**src/design/lrcg_pkg.sv**
```systemverilog
package lrcg_pkg;

  localparam logic [1:0] CFG_MOTION_X = 2'd0;
  localparam logic [1:0] CFG_MOTION_Y = 2'd1;
  localparam logic [1:0] CFG_MOTION_Z = 2'd2;

  localparam logic [63:0] ONE_Q30 = 64'd1 << 30;
  localparam logic signed [31:0] LN2_Q30 = 32'sd744261118;

  typedef enum logic [1:0] {
    IK_HEADER,
    IK_POINT,
    IK_SKIP
  } item_kind_t;

  typedef struct packed {
    item_kind_t         kind;
    logic               last;
    logic signed [31:0] ax;
    logic signed [31:0] ay;
    logic signed [31:0] az;
    logic signed [31:0] fx;
    logic signed [31:0] fy;
    logic signed [31:0] fz;
    logic signed [31:0] qu;
    logic signed [31:0] qv;
    logic [30:0]        sigma;
  } item_t;

  typedef struct packed {
    logic signed [31:0] x;
    logic signed [31:0] y;
    logic signed [31:0] z;
  } motion_t;

  typedef struct packed {
    logic signed [31:0] cost;
    logic signed [31:0] gx;
    logic signed [31:0] gy;
    logic signed [31:0] gz;
  } result_t;

  typedef struct packed {
    logic               start;
    logic signed [31:0] num;
    logic signed [31:0] den;
  } div_req_t;

  typedef struct packed {
    logic               done;
    logic signed [31:0] quo;
  } div_rsp_t;

  typedef enum logic [5:0] {
    ST_IDLE, ST_HDR,
    ST_D0, ST_D1, ST_D2, ST_D3,
    ST_H0, ST_H1, ST_H2, ST_H3,
    ST_RX_GO, ST_RX_WAIT, ST_RY_GO, ST_RY_WAIT,
    ST_Z1A, ST_Z1B, ST_Z1C, ST_Z2A, ST_Z2B, ST_Z2C,
    ST_R2A, ST_R2B, ST_R2C,
    ST_CX_GO, ST_CX_WAIT, ST_LNORM,
    ST_L1, ST_L2, ST_L3, ST_L4, ST_L5, ST_L6, ST_L7, ST_L8,
    ST_DENA, ST_DENB, ST_DENC, ST_DEND,
    ST_W1A, ST_W1B, ST_W1GO, ST_W1WAIT,
    ST_W2A, ST_W2B, ST_W2GO, ST_W2WAIT,
    ST_G0, ST_G1, ST_G2, ST_G3,
    ST_EMIT
  } st_t;

  function automatic logic signed [31:0] sat32(logic signed [63:0] v);
    logic signed [31:0] r;
    if (v > 64'sd2147483647) r = 32'sh7fffffff;
    else if (v < -64'sd2147483648) r = 32'sh80000000;
    else r = v[31:0];
    return r;
  endfunction

  function automatic logic signed [47:0] sat48(logic signed [63:0] v);
    logic signed [47:0] r;
    if (v > 64'sd140737488355327) r = 48'sh7fffffffffff;
    else if (v < -64'sd140737488355328) r = 48'sh800000000000;
    else r = v[47:0];
    return r;
  endfunction

  // log2 of a Q30 mantissa in [1,2) by repeated squaring; constant use only
  function automatic logic [63:0] log2_squares(logic [63:0] m0);
    logic [63:0] m;
    logic [63:0] r;
    m = m0;
    r = '0;
    for (int b = 29; b >= 0; b--) begin
      m = (m * m) >> 30;
      if (m >= 2 * ONE_Q30) begin
        m = m >> 1;
        r = r | (64'd1 << b);
      end
    end
    return r;
  endfunction

endpackage

```
**src/design/lrcg_front.sv**
```systemverilog
module lrcg_front (
  input  logic               clk,
  input  logic               rst_n,
  input  logic               in_push,
  output logic               in_full,
  input  logic               in_func,
  input  logic signed [31:0] in_vec_a_x,
  input  logic signed [31:0] in_vec_a_y,
  input  logic signed [31:0] in_vec_a_z,
  input  logic signed [31:0] in_fixed_x,
  input  logic signed [31:0] in_fixed_y,
  input  logic signed [31:0] in_fixed_z,
  input  logic signed [31:0] in_image_u,
  input  logic signed [31:0] in_image_v,
  input  logic [30:0]        in_sigma_in,
  input  logic               in_point_valid,
  input  logic               in_seg_last,
  output lrcg_pkg::item_t    head,
  output logic               head_valid,
  input  logic               head_pop
);

  lrcg_pkg::item_t q_r [2];
  lrcg_pkg::item_t item;
  logic            wr_ptr_r, wr_ptr_nxt;
  logic            rd_ptr_r, rd_ptr_nxt;
  logic [1:0]      cnt_r, cnt_nxt;
  logic            push_ok, pop_ok;

  always_comb begin
    item.kind  = !in_func ? lrcg_pkg::IK_HEADER :
                 (in_point_valid ? lrcg_pkg::IK_POINT : lrcg_pkg::IK_SKIP);
    item.last  = in_seg_last;
    item.ax    = in_vec_a_x;
    item.ay    = in_vec_a_y;
    item.az    = in_vec_a_z;
    item.fx    = in_fixed_x;
    item.fy    = in_fixed_y;
    item.fz    = in_fixed_z;
    item.qu    = in_image_u;
    item.qv    = in_image_v;
    item.sigma = in_sigma_in;
  end

  assign in_full    = (cnt_r == 2'd2);
  assign head_valid = (cnt_r != 2'd0);
  assign head       = q_r[rd_ptr_r];
  assign push_ok    = in_push && !in_full;
  assign pop_ok     = head_pop && head_valid;

  always_comb begin
    wr_ptr_nxt = wr_ptr_r ^ push_ok;
    rd_ptr_nxt = rd_ptr_r ^ pop_ok;
    cnt_nxt    = cnt_r + 2'(push_ok) - 2'(pop_ok);
  end

  always_ff @(posedge clk) begin
    if (!rst_n) begin
      wr_ptr_r <= 1'b0;
      rd_ptr_r <= 1'b0;
      cnt_r    <= 2'd0;
    end else begin
      wr_ptr_r <= wr_ptr_nxt;
      rd_ptr_r <= rd_ptr_nxt;
      cnt_r    <= cnt_nxt;
    end
  end

  always_ff @(posedge clk) begin
    if (push_ok) q_r[wr_ptr_r] <= item;
  end

endmodule

```
**config.mk**
```make
export PLATFORM = sky130hd
export DESIGN_NAME = lrcg_front
export DESIGN_NICKNAME = d
export VERILOG_FILES = /design/src/design/lrcg_pkg.sv /design/src/design/lrcg_front.sv
export SDC_FILE = /design/constraint.sdc
export NUM_CORES = 1
export LEC_CHECK = 0
export BUFFER_PORTS_ARGS = -buffer_cell sky130_fd_sc_hd__buf_4
export CORE_AREA = 2 2 226 228
export CTS_CLUSTER_SIZE = 40
export DETAILED_ROUTE_END_ITERATION = 10
export DIE_AREA = 0 0 228 230
export PLACE_DENSITY = 0.68
export SYNTH_ARGS = -nofsm -noshare
export SYNTH_HDL_FRONTEND = slang
export SYNTH_SLANG_ARGS = --single-unit
```
**constraint.sdc**
```tcl
create_clock -name clk -period 13.2 [get_ports clk]
set_input_delay 2.64 -clock clk [delete_from_list [all_inputs] [get_ports clk]]
set_output_delay 2.64 -clock clk [all_outputs]
set_load 0.01 [all_outputs]
```
==> results.txt, run 1 <==
----------------------------------------------------
[CTS]
  CTS-repair resized insts ... 0
  Clock slew at reported path FFs ... 0.05 ns
  Sink Count ... 585
  Clk buf depth ... 3
  Clock root buffer master ... clkbuf_16
  CTS Hold Bufs ... 0
  Clock buffers created by TritonCTS ... 59
  Clock latency on the worst-skew pair ... 0.60 ns
  CTS H-Tree Depth ... 2
  Clock tree from TritonCTS ... done
  Post-CTS setup buffer count ... 0

[Routing]
  Detail Route Antenna Nets ... 0
  DR vias/cell ... 4.80
  DRT Wirelength ... 48.5 mm
  First-pass iteration count of the detailed router ... 5
  Remaining routing DRC violations ... 0
  Overall via count from detail_route ... 10,900
  First DRT Iteration DRCs ... 650
  Drt wl/cell ... 21.4 um

[Pwr]
  Maximum ir drop on the vdd rail ... 0.131 mV
  Total power density per cell area ... 188 mW/mm^2
  Leakage power total ... 10.7 nW
  Overall power of the completed layout ... 0.00538 W

[Global routing]
  Via count of the first global-routing pass ... 11,612
  Number of antenna violations at the first check in global routing ... 5
  Global route overflow ... 0
  Global-route wire length before repair ... 70.3 mm
  Pin count of the biggest net entering global routing ... 185
  Global-route usage over all layers ... 0.179

[Yosys]
  Number of warnings issued by yosys ... 0
  Cell types occupying the most area after synthesis ... edfxtp_1, mux2_2, mux2_4
  Top cell types by occurrence after synthesis ... edfxtp_1, mux2_2, mux2_4
  Sequential element share of the synthesized area ... 0.812
  Share of async-settable or async-resettable flops after synthesis ... 0
  Number of synthesized register bits ... 585
  Post-synthesis cell type with the largest combined area ... edfxtp_1
  Share of Yosys cell area claimed by the top area cell type ... 0.808
  Number of synthesized flops with an enable pin ... 580
  Average footprint of a synthesized cell ... 23.2 um^2
  Post-Syn Instances ... 929
  Total nets after synthesis ... 1,227
  Top flip-flop cell by instance count after synthesis ... edfxtp_1
  Post-synthesis instance area ... 0.0216 mm^2
  Most used standard cell by instance count after synthesis ... edfxtp_1
  Post-synth cell types ... 17

[Timing]
  Slew margin rel. ... 0.181
  Pins over their slew limit ... 0
  Top achievable clock speed ... 164 MHz
  Setup repair after global routing missed its margin ... no
  Setup-violating endpoint count in the final report ... 0
  Fin Clk Skew ... 0.0215 ns
  Post-route minimum period ... 6.09 ns
  Actual transition at the worst max-transition pin ... 1.23 ns
  Hold violation count in the final report ... 0
  Final sum of negative setup slack ... 0 ns
  Ratio of final minimum period to clock period ... 0.461

[Die]
  Initial Util ... 0.432
  Core Rows ... 82
  Height of the chip ... 230 um
  Num ports ... 586
  Die Area ... 0.0524 mm^2
  Width of the chip ... 228 um
  Core Region ... 0.0499 mm^2

[Worst setup path]
  Nature of the critical path endpoint ... primary output
  Slowest cell delay on critical path ... 0.76 ns
  Data arrival at the endpoint of the critical path ... 3.45 ns
  Critical path startpoint category ... flop
  Peak fanout along the critical path ... 65
  Slowest cell on the critical path ... buf_4
  Worst endpoint required time ... 10.56 ns
  Critical Path, Cell by Cell ... buf_4 -> buf_4 -> mux2_2 -> buf_4
  Most frequent cell on the critical path ... buf_4
  Kind of critical path ... reg -> out

[Layout]
  Number of standard cells in the final layout excluding fillers ... 2,272
  Fill cell count ... 3,819
  Register Area ... 0.0175 mm^2
  Final #Nets ... 1,848
  Area growth from synthesis to final layout ... 32.3%
  Area of combinational cells with multiple inputs ... 0.00383 mm^2
  Share of post-route cells with drive strength above 1 ... 0.604

[Placement]
  Dpl hpwl ... 33.4 mm
  Placer Congestion ... 0.810
  Count of buffers from port buffering ... 585
  Number of placed instances with taps included ... 2,161

[Min path]
  Class of the tightest hold or removal check ... reg -> reg

[Run]
  Max-cap violations ... 0

[Status]
  Status ... complete, no violations

----------------------------------------------------
## sequential cells by signal, indices dropped and copies added (netlist names), named ones only
signal	flops
q_r	580
cnt_r	2
rd_ptr_r	1
wr_ptr_r	1
## path summary, 6_finish.rpt
path | startpoint | end | slack, ns | cells after the start
worst min-delay path | rd_ptr_r$_SDFF_PN0_ | flop | 0.47 | 2
worst max-delay path | flop | head[101] | 7.11 | 4
worst min register to register | rd_ptr_r$_SDFF_PN0_ | flop | 0.47 | 2
worst max register to register | cnt_r[0]$_SDFF_PN0_ | q_r[1][205]$_DFFE_PP_ | 10.41 | 4
## cells by family after synthesis
group / after synthesis / share of synthesized area
AO/OA/AOI/OAI: 1 / 0.000348
XOR/XNOR: 1 / 0.00104
adder cells (fa/ha/maj): 4 / 0.00232
buffers and inverters: 35 / 0.0113
flip-flops: 585 / 0.812
multiplexers: 292 / 0.170
AND/OR/NAND/NOR: 11 / 0.00296
## stage by stage
stage               instance area, um^2   util  hold WS [ns]  worst slack (ns)
floorplan                         21600      -         0.452              3.08
CTS                               28500  0.572         0.486              7.04
detailed placement                26700  0.535         0.468              7.68
finish                            28500  0.572         0.474              7.11
global route                      28500  0.572         0.516              6.89
global placement                  26700  0.535         0.462              7.75
## report_power, final
group / internal (W) / switching [W] / leakage [nW]
Combinational: 0.000713 / 0.000656 / 4.36
Sequential: 0.00236 / 0.0000737 / 5.46
Clock: 0.000914 / 0.000657 / 0.906
## placed cells by master (no fill, tap or decap), drive strengths merged
master  instances
edfxtp        580
ha              4
mux2          290
nand2           2
xnor3           1
nand2b          2
bufinv          4
o21a            1
inv             4
diode           3
or2             1
mux2i           2
dfxtp           5
and2            3
buf           592
nor2b           3
clkbuf         70
clkinv         33
## worst max-delay path: cells and delay by family (launching register included)
kind     cells  cell delay [ns]
buf+inv      3             1.66
flops        1             0.67
mux          1             0.42
## area by class of cell
class / instances / area share
diodes: 3 / 0.000263
clock buffers: 70 / 0.0547
clock inverters: 38 / 0.00969
inverters: 3 / 0.000395
multi-input cells: 309 / 0.134
flip-flops and latches: 585 / 0.614
well taps: 672 / 0.0295
repair buffers: 592 / 0.157
## layer usage
layer	part of all wire	track usage	wire length (um)
met5	0.00052	0	25
met4	0.039	0.0839	1900
met3	0.094	0.0699	4580
met2	0.50	0.306	24500
met1	0.36	0.197	17600
No activity file was read; power rests on OpenSTA's default activity.
==> run 2, diff against run 1 <==
Settings changed: CORE_AREA 2 2 226 228 to 2 2 231 233, DIE_AREA 0 0 228 230 to 0 0 233 235.
Clock period 13.2 ns to 5.45 ns, I/O delays scaled along.
==> run 2 against run 1 <==
Against the previous run:
- non-clock buffer count is 10 higher
- sequential cell count did not move
- register-to-register slack got worse by 7.5 ns
- sequential share of layout area down 0.38 points
- critical path depth shrank 1
- clock-buffer cell count fell by 3
- sequential power increased by 140%
- via count grew 0.27%
- largest power group unchanged
- combinational power is 140% higher
- critical path type unchanged
- power grew 140%
- clock power up 150%
- die area increased by 4.4%
==> results.txt, run 2 (synthesized netlist as in run 1, its figures left out) <==
----------------------------------------------------
[CTS]
  Clock latency on the worst-skew pair ... 0.59 ns (about the same)
  CTS-repair resized insts ... 0 (unchanged)
  Post-CTS setup buffer count ... 0 (unchanged)
  Clock tree from TritonCTS ... done
  Sink Count ... 585 (unchanged)
  Clk buf depth ... 3 (unchanged)
  Clock root buffer master ... clkbuf_16
  CTS Hold Bufs ... 0 (unchanged)
  CTS H-Tree Depth ... 2 (unchanged)
  Clock buffers created by TritonCTS ... 59 (unchanged)
  Clock slew at reported path FFs ... 0.06 ns (about the same)

[Worst setup path]
  Reg2reg start ... cnt_r[0]$_SDFF_PN0_
  Data arrival at the endpoint of the critical path ... 2.62 ns (-0.83 ns)
  Critical path startpoint category ... flop
  FF-to-FF path depth ... 4 (unchanged)
  Nature of the critical path endpoint ... primary output
  Setup slack, reg-to-reg ... 2.96 ns (-7.45 ns)
  Endpoint of the worst register-to-register path ... q_r[0][221]$_DFFE_PP_
  Kind of critical path ... reg -> out
  Peak fanout along the critical path ... 68 (+4.6%)
  Worst endpoint required time ... 4.36 ns (-6.20 ns)

[Timing]
  Setup-violating endpoint count in the final report ... 0 (unchanged)
  Actual transition at the worst max-transition pin ... 0.947 ns (-0.282 ns)
  Top achievable clock speed ... 270 MHz
  Hold violation count in the final report ... 0 (unchanged)
  Slew margin rel. ... 0.369 (+0.188)
  Worst Slack Setup Final ... 1.74 ns (-5.37 ns)
  Worst hold margin ... 0.477 ns (+0.00265 ns)
  Pins over their slew limit ... 0 (unchanged)
  Fin Clk Skew ... 0.0141 ns (-0.00740 ns)
  Setup repair after global routing missed its margin ... no
  Post-route minimum period ... 3.71 ns
  Ratio of final minimum period to clock period ... 0.681

[Layout]
  Max reg flops ... 580 (unchanged)
  Share of post-route cells with drive strength above 1 ... 0.608 (+0.00411)
  Highest-count cells in the layout ignoring fill and taps ... buf_4, edfxtp_1, mux2_2
  Final #Nets ... 1,858 (+0.54%)
  Most common cell after layout, fill and taps aside ... buf_4
  Final Cell Area ... 0.0287 mm^2 (+0.63%)
  Fill cell count ... 4,048 (+6.0%)
  Final cell utilization of the core ... 0.550 (-0.0226)
  Area growth from synthesis to final layout ... 33.1%
  Largest registers ... q_r (580), cnt_r (2)
  Reg with most FFs ... q_r

[Routing]
  Drt wl/cell ... 21.6 um (+1.1%)
  First-pass iteration count of the detailed router ... 4 (-1)
  First DRT Iteration DRCs ... 575 (-12%)
  Overall via count from detail_route ... 10,929 (+0.27%)
  DRT Wirelength ... 49.5 mm (+1.9%)
  Remaining routing DRC violations ... 0 (unchanged)
  Detail Route Antenna Nets ... 0 (unchanged)
  DR vias/cell ... 4.77 (-0.57%)

[Die]
  Core Region ... 0.0522 mm^2 (+4.8%)
  Num ports ... 586 (unchanged)
  Initial Util ... 0.413 (-0.0196)
  Height of the chip ... 235 um (+2.2%)
  Width of the chip ... 233 um (+2.2%)
  Die Area ... 0.0548 mm^2 (+4.4%)
  Core Rows ... 84 (+2.4%)

[Min path]
  Startpoint of the lowest-slack hold path ... rd_ptr_r$_SDFF_PN0_
  Worst hold path depth ... 2 (unchanged)
  Class of the tightest hold or removal check ... reg -> reg

[Pwr]
  Total power density per cell area ... 457 mW/mm^2 (+140%)
  Maximum ir drop on the vdd rail ... 0.318 mV (+140%)
  Leakage power total ... 10.8 nW (+0.69%)

[Global routing]
  Pin count of the biggest net entering global routing ... 111 (-40%)
  Global route overflow ... 0 (unchanged)
  Via count of the first global-routing pass ... 11,781 (+1.5%)
  Number of antenna violations at the first check in global routing ... 2 (-3)
  Global-route wire length before repair ... 70.9 mm (+0.94%)
  Global-route usage over all layers ... 0.174 (-0.00482)

[Placement]
  Dpl hpwl ... 35.0 mm (+4.7%)
  Count of buffers from port buffering ... 585 (unchanged)
  Area after DPL ... 0.0269 mm^2 (+0.64%)
  Placer Congestion ... 0.843 (+4.0%)
  Pre-CTS setup slack ... 2.31 ns (-5.37 ns)

[Run]
  Max-cap violations ... 0 (unchanged)

[Status]
  Status ... complete, no violations

----------------------------------------------------
[run 2: cell count changes in the layout (fill, tap and decap cells not counted)]
| cell | delta |
|---|---|
| bufinv_16 | +1 |
| clkinv_1 | -2 |
| clkbuf_1 | -3 |
| buf_12 | +6 |
| diode_2 | -1 |
| clkinv_2 | -4 |
| buf_4 | +4 |
| inv_8 | +1 |
| clkinv_4 | +1 |
[run 2: worst max-delay path, stage by stage (launching register included)]
cell and delay, ns:
dfxtp_4 0.97, buf_12 0.40, mux2_2 0.40, buf_4 0.15
[run 2: area by class of cell]
cell class                      count  area (um^2)  share of cell area
Tap cell                          688          861              0.0300
Multi-Input combinational cell    309         3830               0.133
Clock buffer                       67         1550              0.0540
Inverter                            3         11.3            0.000392
Sequential cell                   585        17500               0.610
Timing Repair Buffer              602         4630               0.161
Antenna cell                        2         5.00            0.000174
Clock inverter                     35          299              0.0104
[run 2: where the power goes]
| group | switching, W | internal [W] | leakage (nW) |
|---|---|---|---|
| registers | 0.000211 | 0.00571 | 5.46 |
| logic | 0.00158 | 0.00176 | 4.43 |
| clock network | 0.00160 | 0.00225 | 0.908 |
[run 2: routing by layer]
| metal | GRT usage | share of wire | vias to the layer above |
|---|---|---|---|
| met3 | 0.0617 | 0.092 | 121 |
| met2 | 0.305 | 0.51 | 452 |
| met1 | 0.188 | 0.36 | 5385 |
| met4 | 0.0786 | 0.041 | 2 |
| li1 | - | - | 4969 |
| met5 | 0 | 0.00032 | - |
[run 2: worst max-delay path by stage]
stage	start	end	slack, ns	cells past startpoint
5_1_grt	flop	head[126]	1.58	3
6_report	flop	head[150]	1.74	3
3_3_place_gp	flop	head[68]	2.31	3
3_5_place_dp	flop	head[150]	2.31	3
2_1_floorplan	in_push	q_r[1][0]$_DFFE_PP_	-3.12	2
4_1_cts	flop	head[150]	1.64	3
[run 2: per-stage QoR]
stage / std cells / total power (W) / setup TNS [ns]
finish: 2291 / 0.0131 / 0
detailed placement: 2187 / 0.00941 / 0
global route: 2290 / 0.0136 / 0
CTS: 2289 / 0.0133 / 0
floorplan: 929 / 0.00798 / -1810.85
global placement: 2187 / 0.00935 / 0
==> run 3, diff against run 2 <==
Settings changed: CORE_AREA 2 2 231 233 to 2 2 226 228, DIE_AREA 0 0 233 235 to 0 0 228 230.
Clock period 5.45 ns to 3.49 ns, I/O delays scaled along.
==> run 3 against run 2 <==
Against the previous run:
- via count rose by 0.75%
- clock-buffer cell count is 8 higher
- sequential power rose by 55%
- cell count grew 0.31%
- largest cell class unchanged
- worst setup slack worse by 1.2 ns
==> results.txt, run 3 (synthesized netlist as in run 1, its figures left out) <==
----------------------------------------------------
[Layout]
  Area of combinational cells with multiple inputs ... 0.00383 mm^2 (unchanged)
  Final cell utilization of the core ... 0.580 (+0.0309)
  Highest-count cells in the layout ignoring fill and taps ... buf_4, edfxtp_1, mux2_2
  Max reg flops ... 580 (unchanged)
  Fill cell count ... 3,836 (-5.2%)
  Register Area ... 0.0175 mm^2 (unchanged)
  Area growth from synthesis to final layout ... 34.2%
  Largest registers ... q_r (580), cnt_r (2)
  Most common cell after layout, fill and taps aside ... buf_4
  Reg with most FFs ... q_r
  Final #Nets ... 1,872 (+0.75%)
  Share of post-route cells with drive strength above 1 ... 0.616 (+0.00739)

[Timing]
  Pins over their slew limit ... 0 (unchanged)
  Setup-violating endpoint count in the final report ... 0 (unchanged)
  Actual transition at the worst max-transition pin ... 0.713 ns (-0.234 ns)
  Fin Clk Skew ... 0.0181 ns (+0.00404 ns)
  Top achievable clock speed ... 338 MHz
  Post-route minimum period ... 2.96 ns
  Setup repair after global routing missed its margin ... no
  Worst Slack Setup Final ... 0.532 ns (-1.21 ns)
  Slew margin rel. ... 0.525 (+0.156)
  Hold violation count in the final report ... 0 (unchanged)
  Ratio of final minimum period to clock period ... 0.847

[CTS]
  Clock buffers created by TritonCTS ... 58 (-1.7%)
  Clock latency on the worst-skew pair ... 0.59 ns (about the same)
  Sink Count ... 585 (unchanged)
  Clock slew at reported path FFs ... 0.06 ns (about the same)
  Clk buf depth ... 3 (unchanged)
  Post-CTS setup buffer count ... 0 (unchanged)
  CTS H-Tree Depth ... 2 (unchanged)
  Clock tree from TritonCTS ... done
  CTS-repair resized insts ... 0 (unchanged)
  Clock root buffer master ... clkbuf_16
  CTS Hold Bufs ... 0 (unchanged)

[Worst setup path]
  Worst endpoint required time ... 2.79 ns (-1.57 ns)
  Most frequent cell on the critical path ... buf_4
  Peak fanout along the critical path ... 21 (-69%)
  Critical path startpoint category ... flop
  Nature of the critical path endpoint ... primary output
  Slowest cell on the critical path ... dfxtp_4
  CP Capture Point ... head[68]
  Reg2reg start ... cnt_r[0]$_SDFF_PN0_
  Kind of critical path ... reg -> out
  Slowest cell delay on critical path ... 0.53 ns (-0.44 ns)
  Setup slack, reg-to-reg ... 1.27 ns (-1.69 ns)
  Critical Path, Cell by Cell ... buf_12 -> buf_4 -> mux2_2 -> buf_4
  FF-to-FF path depth ... 4 (unchanged)
  Endpoint of the worst register-to-register path ... q_r[0][271]$_DFFE_PP_
  Data arrival at the endpoint of the critical path ... 2.26 ns (-0.36 ns)

[Routing]
  DR vias/cell ... 4.79 (+0.44%)
  Met3 Wirelength ... 4.38 mm (-3.3%)
  Overall via count from detail_route ... 11,011 (+0.75%)
  First DRT Iteration DRCs ... 649 (+13%)
  Detail Route Antenna Nets ... 0 (unchanged)
  Length of routed met2 wiring ... 25.3 mm (+0.11%)
  DRT met1 WL ... 19.0 mm (+7.6%)
  Remaining routing DRC violations ... 0 (unchanged)
  First-pass iteration count of the detailed router ... 4 (unchanged)
  DRT Wirelength ... 49.9 mm (+0.94%)
  Highest layer used for signal routing ... met5
  Drt wl/cell ... 21.7 um (+0.63%)

[Global routing]
  Global-route usage over all layers ... 0.184 (+0.00965)
  Pin count of the biggest net entering global routing ... 80 (-28%)
  Global-route wire length before repair ... 72.7 mm (+2.5%)
  Global route overflow ... 0 (unchanged)
  Via count of the first global-routing pass ... 11,828 (+0.40%)
  Number of antenna violations at the first check in global routing ... 4 (+2)

[Die]
  Width of the chip ... 228 um (-2.1%)
  Die Area ... 0.0524 mm^2 (-4.2%)
  Core Region ... 0.0499 mm^2 (-4.5%)
  Initial Util ... 0.432 (+0.0196)
  Num ports ... 586 (unchanged)
  Height of the chip ... 230 um (-2.1%)
  Core Rows ... 82 (-2.4%)

[Pwr]
  Maximum ir drop on the vdd rail ... 0.459 mV (+45%)
  Leakage power total ... 10.9 nW (+1.3%)
  Total power density per cell area ... 719 mW/mm^2 (+57%)

[Placement]
  Count of buffers from port buffering ... 585 (unchanged)
  Placer Congestion ... 0.819 (-2.8%)
  Pre-CTS setup slack ... 1.06 ns (-1.24 ns)
  Dpl hpwl ... 35.4 mm (+1.3%)

[Status]
  Status ... complete, no violations

[Min path]
  Class of the tightest hold or removal check ... in -> reg

[Run]
  Max-cap violations ... 0 (unchanged)

----------------------------------------------------
run 3: cell count changes in the layout (fill, tap and decap cells not counted):
cell        before  now
clkbuf_1         6    9
clkinv_4         3    2
buf_4          593  603
clkinv_2         7   13
inv_8            1    0
buf_12           9   14
clkinv_1        18   12
clkbuf_8         0    5
clkinvlp_4       0    2
run 3: area by class of cell:
class	instances	share of cell area
Sequential cell	585	0.605
Timing Repair Buffer	617	0.166
Multi-Input combinational cell	309	0.132
Clock buffer	75	0.0563
Tap cell	672	0.0290
Clock inverter	35	0.0104
Inverter	3	0.000389
Antenna cell	2	0.000173
run 3: power by group:
group          switching, W  leakage, nW  internal [W]  total [W]
Combinational       0.00264         4.53       0.00284    0.00547
Sequential         0.000243         5.46       0.00890    0.00915
Clock               0.00252        0.952       0.00365    0.00618
Total               0.00540         10.9        0.0154     0.0208
run 3: worst max-delay path: cells and delay by family (launching register included):
family                 cells  cell delay (ns)
buffers and inverters      3             0.72
flip-flops                 1             0.53
multiplexers               1             0.40
run 3: how the worst min path moves through the flow:
stage                        startpoint              endpoint  slack [ns]  cells after the start
global placement    rd_ptr_r$_SDFF_PN0_   rd_ptr_r$_SDFF_PN0_        0.46                      2
detailed placement  rd_ptr_r$_SDFF_PN0_   rd_ptr_r$_SDFF_PN0_        0.48                      2
floorplan           rd_ptr_r$_SDFF_PN0_                  flop        0.45                      2
finish                   in_image_v[23]  q_r[1][54]$_DFFE_PP_        0.28                      1
CTS                      in_image_v[19]  q_r[0][50]$_DFFE_PP_        0.24                      1
global route             in_image_v[19]  q_r[0][50]$_DFFE_PP_        0.25                      1
run 3: routing by layer:
layer / global-route usage / up-vias
li1: - / 5010
met1: 0.212 / 5497
met2: 0.316 / 421
met3: 0.0717 / 79
met4: 0.0566 / 4
met5: 0 / -
run 3: per-stage QoR:
step           hold WS [ns]  TNS, ns  power [W]  instances  instance area (um^2)
6_report              0.282        0     0.0208       2298                 28900
5_1_grt               0.248        0     0.0216       2298                 28900
4_1_cts               0.236        0     0.0211       2296                 28900
3_5_place_dp          0.480        0     0.0148       2186                 27000
3_3_place_gp          0.462        0     0.0148       2186                 27000
2_1_floorplan         0.452  -868.49     0.0123        929                 21600
